## config.mk

```make
export PLATFORM = sky130hd
export DESIGN_NAME = periodic_task_slot_scheduler
export DESIGN_NICKNAME = d
export VERILOG_FILES = /design/src/design/ptss_pkg.sv /design/src/design/ptss_slot_table.sv /design/src/design/periodic_task_slot_scheduler.sv
export SDC_FILE = /design/constraint.sdc
export NUM_CORES = 2
export LEC_CHECK = 0
export BUFFER_PORTS_ARGS = -buffer_cell sky130_fd_sc_hd__buf_2
export CELL_PAD_IN_SITES_DETAIL_PLACEMENT = 1
export CELL_PAD_IN_SITES_GLOBAL_PLACEMENT = 1
export CORE_AREA = 2 2 391 393
export DETAILED_ROUTE_END_ITERATION = 6
export DIE_AREA = 0 0 393 395
export GPL_TIMING_DRIVEN = 0
export HOLD_SLACK_MARGIN = 0.15
export PLACE_DENSITY_LB_ADDON = 0.12
export SLEW_MARGIN = 20
export SYNTH_ARGS = -nofsm -noshare
export SYNTH_HDL_FRONTEND = slang
export SYNTH_SLANG_ARGS = --single-unit
export TNS_END_PERCENT = 50
```

## constraint.sdc

```tcl
create_clock -name clk_i -period 18.2 [get_ports clk_i]
set_input_delay 3.64 -clock clk_i [delete_from_list [all_inputs] [get_ports clk_i]]
set_output_delay 3.64 -clock clk_i [all_outputs]
set_load 0.01 [all_outputs]
```

## src/design/ptss_pkg.sv

```systemverilog
// Shared types and constants for the periodic task slot scheduler.
// Used by ptss_slot_table and periodic_task_slot_scheduler; no dependencies.
`default_nettype none

package ptss_pkg;

  localparam int unsigned NUM_SLOTS = 16;
  localparam int unsigned IDX_W = (NUM_SLOTS > 1) ? $clog2(NUM_SLOTS) : 1;

  typedef logic [IDX_W-1:0] idx_t;
  typedef logic [3:0] slot_t;

  typedef enum logic [2:0] {
    KIND_TICK    = 3'd0,
    KIND_CREATE  = 3'd1,
    KIND_EDIT    = 3'd2,
    KIND_PAUSE   = 3'd3,
    KIND_RESUME  = 3'd4,
    KIND_DESTROY = 3'd5
  } kind_e;

  localparam logic [1:0] MODE_WAITING = 2'd0;
  localparam logic [1:0] MODE_PAUSED  = 2'd1;

  localparam logic RK_STATUS = 1'b0;
  localparam logic RK_FIRE   = 1'b1;

  localparam logic ST_OK  = 1'b0;
  localparam logic ST_ERR = 1'b1;

  typedef enum logic [2:0] {
    TBL_NONE,
    TBL_CREATE,
    TBL_EDIT,
    TBL_SET_MODE,
    TBL_FREE,
    TBL_FIRE
  } tbl_op_e;

  // Update request from the sequencer to the slot table.
  typedef struct packed {
    tbl_op_e     op;
    idx_t        idx;
    logic [31:0] interval;
    logic [31:0] runs;
    logic [1:0]  mode;
    logic [31:0] now;
  } tbl_cmd_t;

  // Status returned by the slot table.
  typedef struct packed {
    logic [NUM_SLOTS-1:0] used;
    logic                 fire;
    logic                 full;
    idx_t                 free_idx;
  } tbl_stat_t;

endpackage

`default_nettype wire

```

## src/design/ptss_slot_table.sv

```systemverilog
// Task slot storage with the per-slot due check and the lowest-free-slot finder.
// Depends on ptss_pkg.
`default_nettype none

module ptss_slot_table (
  input  wire logic               clk_i,
  input  wire logic               rst_ni,
  input  wire ptss_pkg::tbl_cmd_t cmd_i,
  input  wire ptss_pkg::idx_t     rd_idx_i,
  input  wire logic [31:0]        scan_now_i,
  output ptss_pkg::tbl_stat_t     stat_o
);

  logic [ptss_pkg::NUM_SLOTS-1:0] used_q;
  logic [31:0] interval_q [ptss_pkg::NUM_SLOTS];
  logic [31:0] runs_q     [ptss_pkg::NUM_SLOTS];
  logic [1:0]  mode_q     [ptss_pkg::NUM_SLOTS];
  logic [31:0] last_q     [ptss_pkg::NUM_SLOTS];
  logic        finite_q   [ptss_pkg::NUM_SLOTS];

  logic [31:0] rd_runs;
  logic [31:0] elapsed;
  logic        full;
  ptss_pkg::idx_t free_idx;

  assign rd_runs = runs_q[rd_idx_i];
  // Elapsed time wraps modulo 2^32 just like the time base.
  assign elapsed = scan_now_i - last_q[rd_idx_i];

  always_comb begin
    full     = 1'b1;
    free_idx = '0;
    for (int i = ptss_pkg::NUM_SLOTS - 1; i >= 0; i--) begin
      if (!used_q[i]) begin
        full     = 1'b0;
        free_idx = ptss_pkg::idx_t'(i);
      end
    end
  end

  assign stat_o.used     = used_q;
  assign stat_o.fire     = used_q[rd_idx_i] && (mode_q[rd_idx_i] == ptss_pkg::MODE_WAITING) &&
                           (elapsed >= interval_q[rd_idx_i]);
  assign stat_o.full     = full;
  assign stat_o.free_idx = free_idx;

  always_ff @(posedge clk_i or negedge rst_ni) begin
    if (!rst_ni) begin
      used_q <= '0;
    end else begin
      unique case (cmd_i.op)
        ptss_pkg::TBL_CREATE: used_q[cmd_i.idx] <= 1'b1;
        ptss_pkg::TBL_FREE:   used_q[cmd_i.idx] <= 1'b0;
        ptss_pkg::TBL_FIRE: begin
          // A finite slot that fires on its final run is released.
          if (finite_q[rd_idx_i] && (rd_runs == 32'd1)) used_q[rd_idx_i] <= 1'b0;
        end
        default: ;
      endcase
    end
  end

  always_ff @(posedge clk_i) begin
    unique case (cmd_i.op)
      ptss_pkg::TBL_CREATE: begin
        interval_q[cmd_i.idx] <= cmd_i.interval;
        runs_q[cmd_i.idx]     <= cmd_i.runs;
        mode_q[cmd_i.idx]     <= cmd_i.mode;
        last_q[cmd_i.idx]     <= cmd_i.now;
        finite_q[cmd_i.idx]   <= (cmd_i.runs != 32'd0);
      end
      ptss_pkg::TBL_EDIT: begin
        interval_q[cmd_i.idx] <= cmd_i.interval;
        runs_q[cmd_i.idx]     <= cmd_i.runs;
        mode_q[cmd_i.idx]     <= cmd_i.mode;
      end
      ptss_pkg::TBL_SET_MODE: begin
        mode_q[cmd_i.idx] <= cmd_i.mode;
      end
      ptss_pkg::TBL_FIRE: begin
        last_q[rd_idx_i] <= scan_now_i;
        mode_q[rd_idx_i] <= ptss_pkg::MODE_WAITING;
        if (finite_q[rd_idx_i]) runs_q[rd_idx_i] <= rd_runs - 32'd1;
      end
      default: ;
    endcase
  end

endmodule

`default_nettype wire

```

## src/design/periodic_task_slot_scheduler.sv

```systemverilog
// Top level of the periodic task slot scheduler: command decode and tick sequencer.
// Depends on ptss_pkg and ptss_slot_table.
`default_nettype none

// A beat is taken when start_i is high and busy_o is low. Create, edit, pause,
// resume and destroy are handled in the accepting cycle; busy_o stays low and
// their single status beat appears on the next cycle. A tick holds busy_o high
// through the scan and flush states: the shared slot evaluation unit checks one
// slot per cycle in index order, and the flush state then issues the final fired
// beat, if any. Each fired beat is held until the next slot fires or the scan
// ends, so that the last flag is known when it is shown. Every result is on
// the ports for one cycle, marked by done_o; the receiver cannot stall, so it
// must take every beat.
module periodic_task_slot_scheduler (
  input  wire logic        clk_i,
  input  wire logic        rst_ni,
  input  wire logic        start_i,
  output logic             busy_o,
  input  wire logic [2:0]  kind_i,
  input  wire logic [3:0]  slot_i,
  input  wire logic [31:0] interval_ms_i,
  input  wire logic [31:0] run_count_i,
  input  wire logic [1:0]  task_state_i,
  input  wire logic [31:0] now_ms_i,
  output logic             done_o,
  output logic             result_kind_o,
  output logic [3:0]       result_slot_o,
  output logic             status_o,
  output logic             last_o
);

  typedef enum logic [1:0] {
    S_IDLE,
    S_SCAN,
    S_FLUSH
  } state_e;

  state_e         state_q;
  ptss_pkg::idx_t idx_q;
  logic [31:0]    now_q;
  logic           pend_q;
  ptss_pkg::idx_t pend_idx_q;
  logic           done_q;
  logic           rkind_q;
  logic [3:0]     rslot_q;
  logic           status_q;
  logic           last_q;

  ptss_pkg::tbl_cmd_t  tbl_cmd;
  ptss_pkg::tbl_stat_t tbl_stat;

  logic           accept;
  logic           slot_ok;
  logic           present;
  ptss_pkg::idx_t slot_idx;
  logic [3:0]     res_slot;
  logic           res_err;

  assign busy_o = (state_q != S_IDLE);
  assign accept = start_i && !busy_o;

  assign slot_ok  = (32'(slot_i) < ptss_pkg::NUM_SLOTS);
  assign slot_idx = ptss_pkg::idx_t'(slot_i);
  assign present  = slot_ok && tbl_stat.used[slot_idx];

  always_comb begin
    tbl_cmd.op       = ptss_pkg::TBL_NONE;
    tbl_cmd.idx      = slot_idx;
    tbl_cmd.interval = interval_ms_i;
    tbl_cmd.runs     = run_count_i;
    tbl_cmd.mode     = task_state_i;
    tbl_cmd.now      = now_ms_i;
    res_slot         = slot_i;
    res_err          = ptss_pkg::ST_ERR;
    unique case (kind_i)
      ptss_pkg::KIND_TICK: ;
      ptss_pkg::KIND_CREATE: begin
        res_slot = '0;
        if (!tbl_stat.full) begin
          tbl_cmd.op  = ptss_pkg::TBL_CREATE;
          tbl_cmd.idx = tbl_stat.free_idx;
          res_slot    = ptss_pkg::slot_t'(tbl_stat.free_idx);
          res_err     = ptss_pkg::ST_OK;
        end
      end
      ptss_pkg::KIND_EDIT: begin
        tbl_cmd.op = ptss_pkg::TBL_EDIT;
      end
      ptss_pkg::KIND_PAUSE: begin
        tbl_cmd.op   = ptss_pkg::TBL_SET_MODE;
        tbl_cmd.mode = ptss_pkg::MODE_PAUSED;
      end
      ptss_pkg::KIND_RESUME: begin
        tbl_cmd.op   = ptss_pkg::TBL_SET_MODE;
        tbl_cmd.mode = ptss_pkg::MODE_WAITING;
      end
      ptss_pkg::KIND_DESTROY: begin
        tbl_cmd.op = ptss_pkg::TBL_FREE;
      end
      default: ;
    endcase
    if (tbl_cmd.op != ptss_pkg::TBL_CREATE && tbl_cmd.op != ptss_pkg::TBL_NONE) begin
      if (present) begin
        res_err = ptss_pkg::ST_OK;
      end else begin
        tbl_cmd.op = ptss_pkg::TBL_NONE;
      end
    end
    if (!accept) tbl_cmd.op = ptss_pkg::TBL_NONE;
    // During a tick the only update is the slot being checked firing.
    if (state_q == S_SCAN && tbl_stat.fire) tbl_cmd.op = ptss_pkg::TBL_FIRE;
  end

  ptss_slot_table u_table (
    .clk_i     (clk_i),
    .rst_ni    (rst_ni),
    .cmd_i     (tbl_cmd),
    .rd_idx_i  (idx_q),
    .scan_now_i(now_q),
    .stat_o    (tbl_stat)
  );

  always_ff @(posedge clk_i or negedge rst_ni) begin
    if (!rst_ni) begin
      state_q    <= S_IDLE;
      idx_q      <= '0;
      now_q      <= '0;
      pend_q     <= 1'b0;
      pend_idx_q <= '0;
      done_q     <= 1'b0;
      rkind_q    <= ptss_pkg::RK_STATUS;
      rslot_q    <= '0;
      status_q   <= ptss_pkg::ST_OK;
      last_q     <= 1'b0;
    end else begin
      done_q <= 1'b0;
      unique case (state_q)
        S_IDLE: begin
          if (accept) begin
            if (kind_i == ptss_pkg::KIND_TICK) begin
              state_q <= S_SCAN;
              idx_q   <= '0;
              now_q   <= now_ms_i;
              pend_q  <= 1'b0;
            end else begin
              done_q   <= 1'b1;
              rkind_q  <= ptss_pkg::RK_STATUS;
              rslot_q  <= res_slot;
              status_q <= res_err;
              last_q   <= 1'b1;
            end
          end
        end
        S_SCAN: begin
          if (tbl_stat.fire) begin
            // A newer firing proves the held one is not the final beat.
            if (pend_q) begin
              done_q   <= 1'b1;
              rkind_q  <= ptss_pkg::RK_FIRE;
              rslot_q  <= ptss_pkg::slot_t'(pend_idx_q);
              status_q <= ptss_pkg::ST_OK;
              last_q   <= 1'b0;
            end
            pend_q     <= 1'b1;
            pend_idx_q <= idx_q;
          end
          if (idx_q == ptss_pkg::idx_t'(ptss_pkg::NUM_SLOTS - 1)) begin
            state_q <= S_FLUSH;
          end else begin
            idx_q <= idx_q + ptss_pkg::idx_t'(1);
          end
        end
        S_FLUSH: begin
          done_q   <= pend_q;
          rkind_q  <= ptss_pkg::RK_FIRE;
          rslot_q  <= ptss_pkg::slot_t'(pend_idx_q);
          status_q <= ptss_pkg::ST_OK;
          last_q   <= 1'b1;
          pend_q   <= 1'b0;
          state_q  <= S_IDLE;
        end
        default: state_q <= S_IDLE;
      endcase
    end
  end

  assign done_o        = done_q;
  assign result_kind_o = rkind_q;
  assign result_slot_o = rslot_q;
  assign status_o      = status_q;
  assign last_o        = last_q;

`ifndef NO_ASSERTIONS
  a_cmd_answers: assert property (@(posedge clk_i) disable iff (!rst_ni)
    (accept && kind_i != ptss_pkg::KIND_TICK) |=> (done_o && last_o && !result_kind_o))
    else $error("command beat did not produce a final status beat");

  a_busy_from_tick: assert property (@(posedge clk_i) disable iff (!rst_ni)
    $rose(busy_o) |-> $past(start_i && kind_i == ptss_pkg::KIND_TICK))
    else $error("sequencer left idle without an accepted tick");

  a_final_fire_idle: assert property (@(posedge clk_i) disable iff (!rst_ni)
    (done_o && result_kind_o && last_o) |-> !busy_o)
    else $error("final fired beat shown while the tick is still running");

  a_status_idle: assert property (@(posedge clk_i) disable iff (!rst_ni)
    (done_o && !result_kind_o) |-> !busy_o)
    else $error("status beat shown during a tick");
`endif

endmodule

`default_nettype wire
```

==> results.py <==
metrics = {
    "finish": {
        "postLayoutCoreUtil_pct": 52.4,
        "fin_nets": 4102,
        "ff_latch_area_um2": 49200,
        "drive_above_1_share_pct": 28.3,
        "syn2layout_area_growth_pct": 17.1,
        "fin_area_um2": 79200,
        "multi_input_area_um2": 17700,
        "fillers": 13600,
    },
    "clock_network": {
        "h-tree-depth": 4,
        "cts_setup_buffers": 0,
        "clock_sinks": 1651,
        "cts-resized-gates": 0,
        "clkTransAtPathRegs_ns": 0.06,
        "tritoncts": "yes",
        "cts_hold_buf": 0,
        "clockBufferDepth": 3,
        "clkLatencyLatePin_ns": 0.80,
        "cts_buffers": 174,
        "clk_root_buffer_cell": "clkbuf_16",
    },
    "route": {
        "dr.pass1.iters": 7,
        "totalWireLength_um": 197000,
        "drc": 1,
        "routedWlPerCell_um": 32.4,
        "ant_nets": 0,
        "vias": 36500,
        "initialDrtViolationCount": 3597,
        "via_per_inst": 5.99,
    },
    "timing": {
        "period_share_pct": 76.3,
        "fmax_ghz": 0.0720,
        "fin_setup_tns_ns": 0,
        "min_period_ns": 13.89,
        "worst_slack_ns": 4.31,
        "drv_slew": 0,
        "grt_setup_unrepaired": "false",
        "setup_viol": 0,
        "maxSlewHeadroom_pct": 22.1,
        "whs_ns": 0.479,
        "skew_ns": 0.0281,
        "tightestPinTransition_ns": 1.15,
        "finalHoldViolCount": 0,
    },
    "min_path": {
        "min-delay-start": "pend_idx_q[2]",
        "hold_depth": 2,
        "hp-class": "flip-flop to flip-flop",
        "min_to": "pend_idx_q[2]",
    },
    "worst_setup_path": {
        "path_max_fanout": 12,
        "critPathMaxStageDelay_ns": 0.98,
        "required_ns": 18.70,
        "r2r-end": "u_table.last_q[10][8]",
        "cp_slowest_cell": "o311ai_0",
        "cp-start-kind": "flip-flop",
        "cp-end-kind": "flip-flop",
        "rrSetupSlack_ns": 4.31,
        "path_class": "flip-flop to flip-flop",
        "r2r.worst_path.cells": 31,
        "arrival_ns": 14.39,
        "cp_common_cell": "clkbuf_1",
        "r2r-start": "idx_q[1]",
    },
    "synthesis": {
        "postSynthCellCount": 3487,
        "syn-cell-area_um2": 67600,
        "yosysUniqueCellTypes": 84,
        "synth.top_cells.by_count": "edfxtp_1, mux4_2, nand2_1",
        "yosysWarnings": 0,
        "ys.flop_type": "edfxtp_1",
        "synth_async_sr_flop_share_pct": 4.06,
        "synth_edf_count": 1584,
        "ys_seq_elements": 1651,
        "yosysTopAreaCellShare_pct": 70.3,
        "syn-num-nets": 3670,
        "synth_top_area_cell": "edfxtp_1",
        "syn_avg_cell_area_um2": 19.4,
        "yosysSeqAreaShare_pct": 72.8,
        "synth_area_leaders": "edfxtp_1, mux4_2, dfrtp_1, nand2_1, ha_1",
        "synth.most_common_cell": "edfxtp_1",
    },
    "power": {
        "switchingPower_mw": 3.65,
        "p_per_area_nw_per_um2": 142,
        "p_leak_nw": 25.7,
        "worst_ir_drop_vdd_mv": 0.118,
        "internal_power_mw": 7.57,
        "switching_share_pct": 32.5,
        "seqPwrFrac_pct": 38.6,
        "p_comb_share_pct": 30.9,
        "clockPowerShare_pct": 30.6,
    },
    "placed_design": {
        "placed_area_um2": 73700,
        "dp_slack_ns": 4.31,
        "port_buffers": 113,
        "hpwl_um": 137000,
        "gp_congestion": 0.834,
    },
    "die": {
        "coreArea_um2": 151000,
        "rows": 143,
        "die_w_um": 393,
        "initial_utilization_pct": 44.7,
        "dieArea_um2": 155000,
        "chipHeight_um": 395,
        "ios": 117,
    },
    "global_routing": {
        "grt_pass1_vias": 38600,
        "antenna_found_initial": 13,
        "grt_max_degree": 40,
        "grtUsageTotal_pct": 25.9,
        "grt.overflow.total": 0,
        "grt_pass1_wl_um": 284000,
    },
    "run_status": {
        "status": "complete, but fails checks",
        "violations": "design-rule violations",
    },
    "job": {
        "max_cap_viol_count": 0,
    },
}
layer usage:
| metal | vias to the layer above | routed length, um | GRT usage [%] |
|---|---|---|---|
| li1 | 15200 | - | - |
| met1 | 19800 | 81300 | 35.0 |
| met2 | 1182 | 100000 | 43.8 |
| met3 | 332 | 10300 | 3.81 |
| met4 | 10 | 5560 | 7.29 |
| met5 | - | 55 | 0 |
logic make-up (layout without fill, tap and decap cells):
| family | Yosys count | in the layout | synth area share [%] |
|---|---|---|---|
| simple gates | 627 | 627 | 4.47 |
| mux | 474 | 474 | 15.6 |
| buf+inv | 259 | 838 | 1.67 |
| other cells | 0 | 2 | 0 |
| fa+ha+maj | 75 | 75 | 1.40 |
| compound gates | 345 | 345 | 3.35 |
| flops | 1651 | 1651 | 72.8 |
| xor+xnor | 56 | 56 | 0.725 |
power groups by stage:
stage / sequential [mW] / clock, mW / combinational, mW
2_1_floorplan: 4.38 / 0 / 2.24
3_3_place_gp: 4.40 / 0 / 3.39
3_5_place_dp: 4.40 / 0 / 3.48
4_1_cts: 4.33 / 3.48 / 3.50
5_1_grt: 4.33 / 3.62 / 3.73
6_report: 4.33 / 3.43 / 3.46
flip-flops by register name, indices dropped and copies added (netlist names):
register and flops:
result_slot_o 4, u_table.runs_q 512, u_table.interval_q 512, state_q 2
now_q 32, pend_q 1, u_table.used_q 16, idx_q 4
u_table.mode_q 32, result_kind_o 1, pend_idx_q 4, done_o 1
status_o 1, u_table.finite_q 16, u_table.last_q 512, last_o 1
worst max-delay path by stage:
stage	slack, ns	endpoint	start
finish	4.31	u_table.last_q[10][8]	idx_q[1]
global route	3.80	u_table.runs_q[8][13]	idx_q[1]
CTS	4.22	u_table.last_q[10][9]	idx_q[1]
detailed placement	4.31	u_table.last_q[10][8]	idx_q[1]
global placement	-2.71	u_table.last_q[5][3]	idx_q[1]
floorplan	7.68	u_table.last_q[5][0]	idx_q[0]
stage by stage:
stage / total power, mW / cells
floorplan: 6.62 / 3487
global placement: 7.79 / 5630
detailed placement: 7.89 / 5772
CTS: 11.3 / 6095
global route: 11.7 / 6096
finish: 11.2 / 6098
placed cells by master (no fill, tap or decap), types with 33 or more instances in the layout:
cell | synthesis | layout
edfxtp_1 | 1584 | 1584
mux4_2 | 463 | 463
nand2_1 | 295 | 295
clkbuf_16 | 0 | 177
buf_2 | 35 | 160
clkbuf_1 | 99 | 139
nor2_1 | 132 | 113
inv_1 | 85 | 84
a21oi_1 | 108 | 74
ha_1 | 74 | 74
dfrtp_1 | 67 | 67
buf_6 | 14 | 54
a22oi_1 | 65 | 53
buf_16 | 0 | 48
xnor2_1 | 44 | 44
o21ai_0 | 47 | 41
nand3_1 | 41 | 41
clkinv_1 | 1 | 36
clkinv_2 | 0 | 33
layout make-up:
| class | instances | share of cell area [%] |
|---|---|---|
| Antenna cell | 2 | 0.00632 |
| Buffer | 173 | 1.05 |
| Clock buffer | 228 | 5.87 |
| Clock inverter | 95 | 0.999 |
| Inverter | 86 | 0.411 |
| Multi-Input combinational cell | 1577 | 22.4 |
| Sequential cell | 1651 | 62.2 |
| Tap cell | 2030 | 3.21 |
| Timing Repair Buffer | 256 | 3.86 |
worst max-delay path: cells and delay by family, from the launching register on:
kind | cells | cell delay [ns]
buffers and inverters | 11 | 5.18
AOI/OAI and AO/OA | 12 | 4.98
and+or+nand+nor | 4 | 1.31
muxes | 2 | 0.92
adders and majority gates | 2 | 0.65
DFF | 1 | 0.45
(Power assumes the default switching activity.)
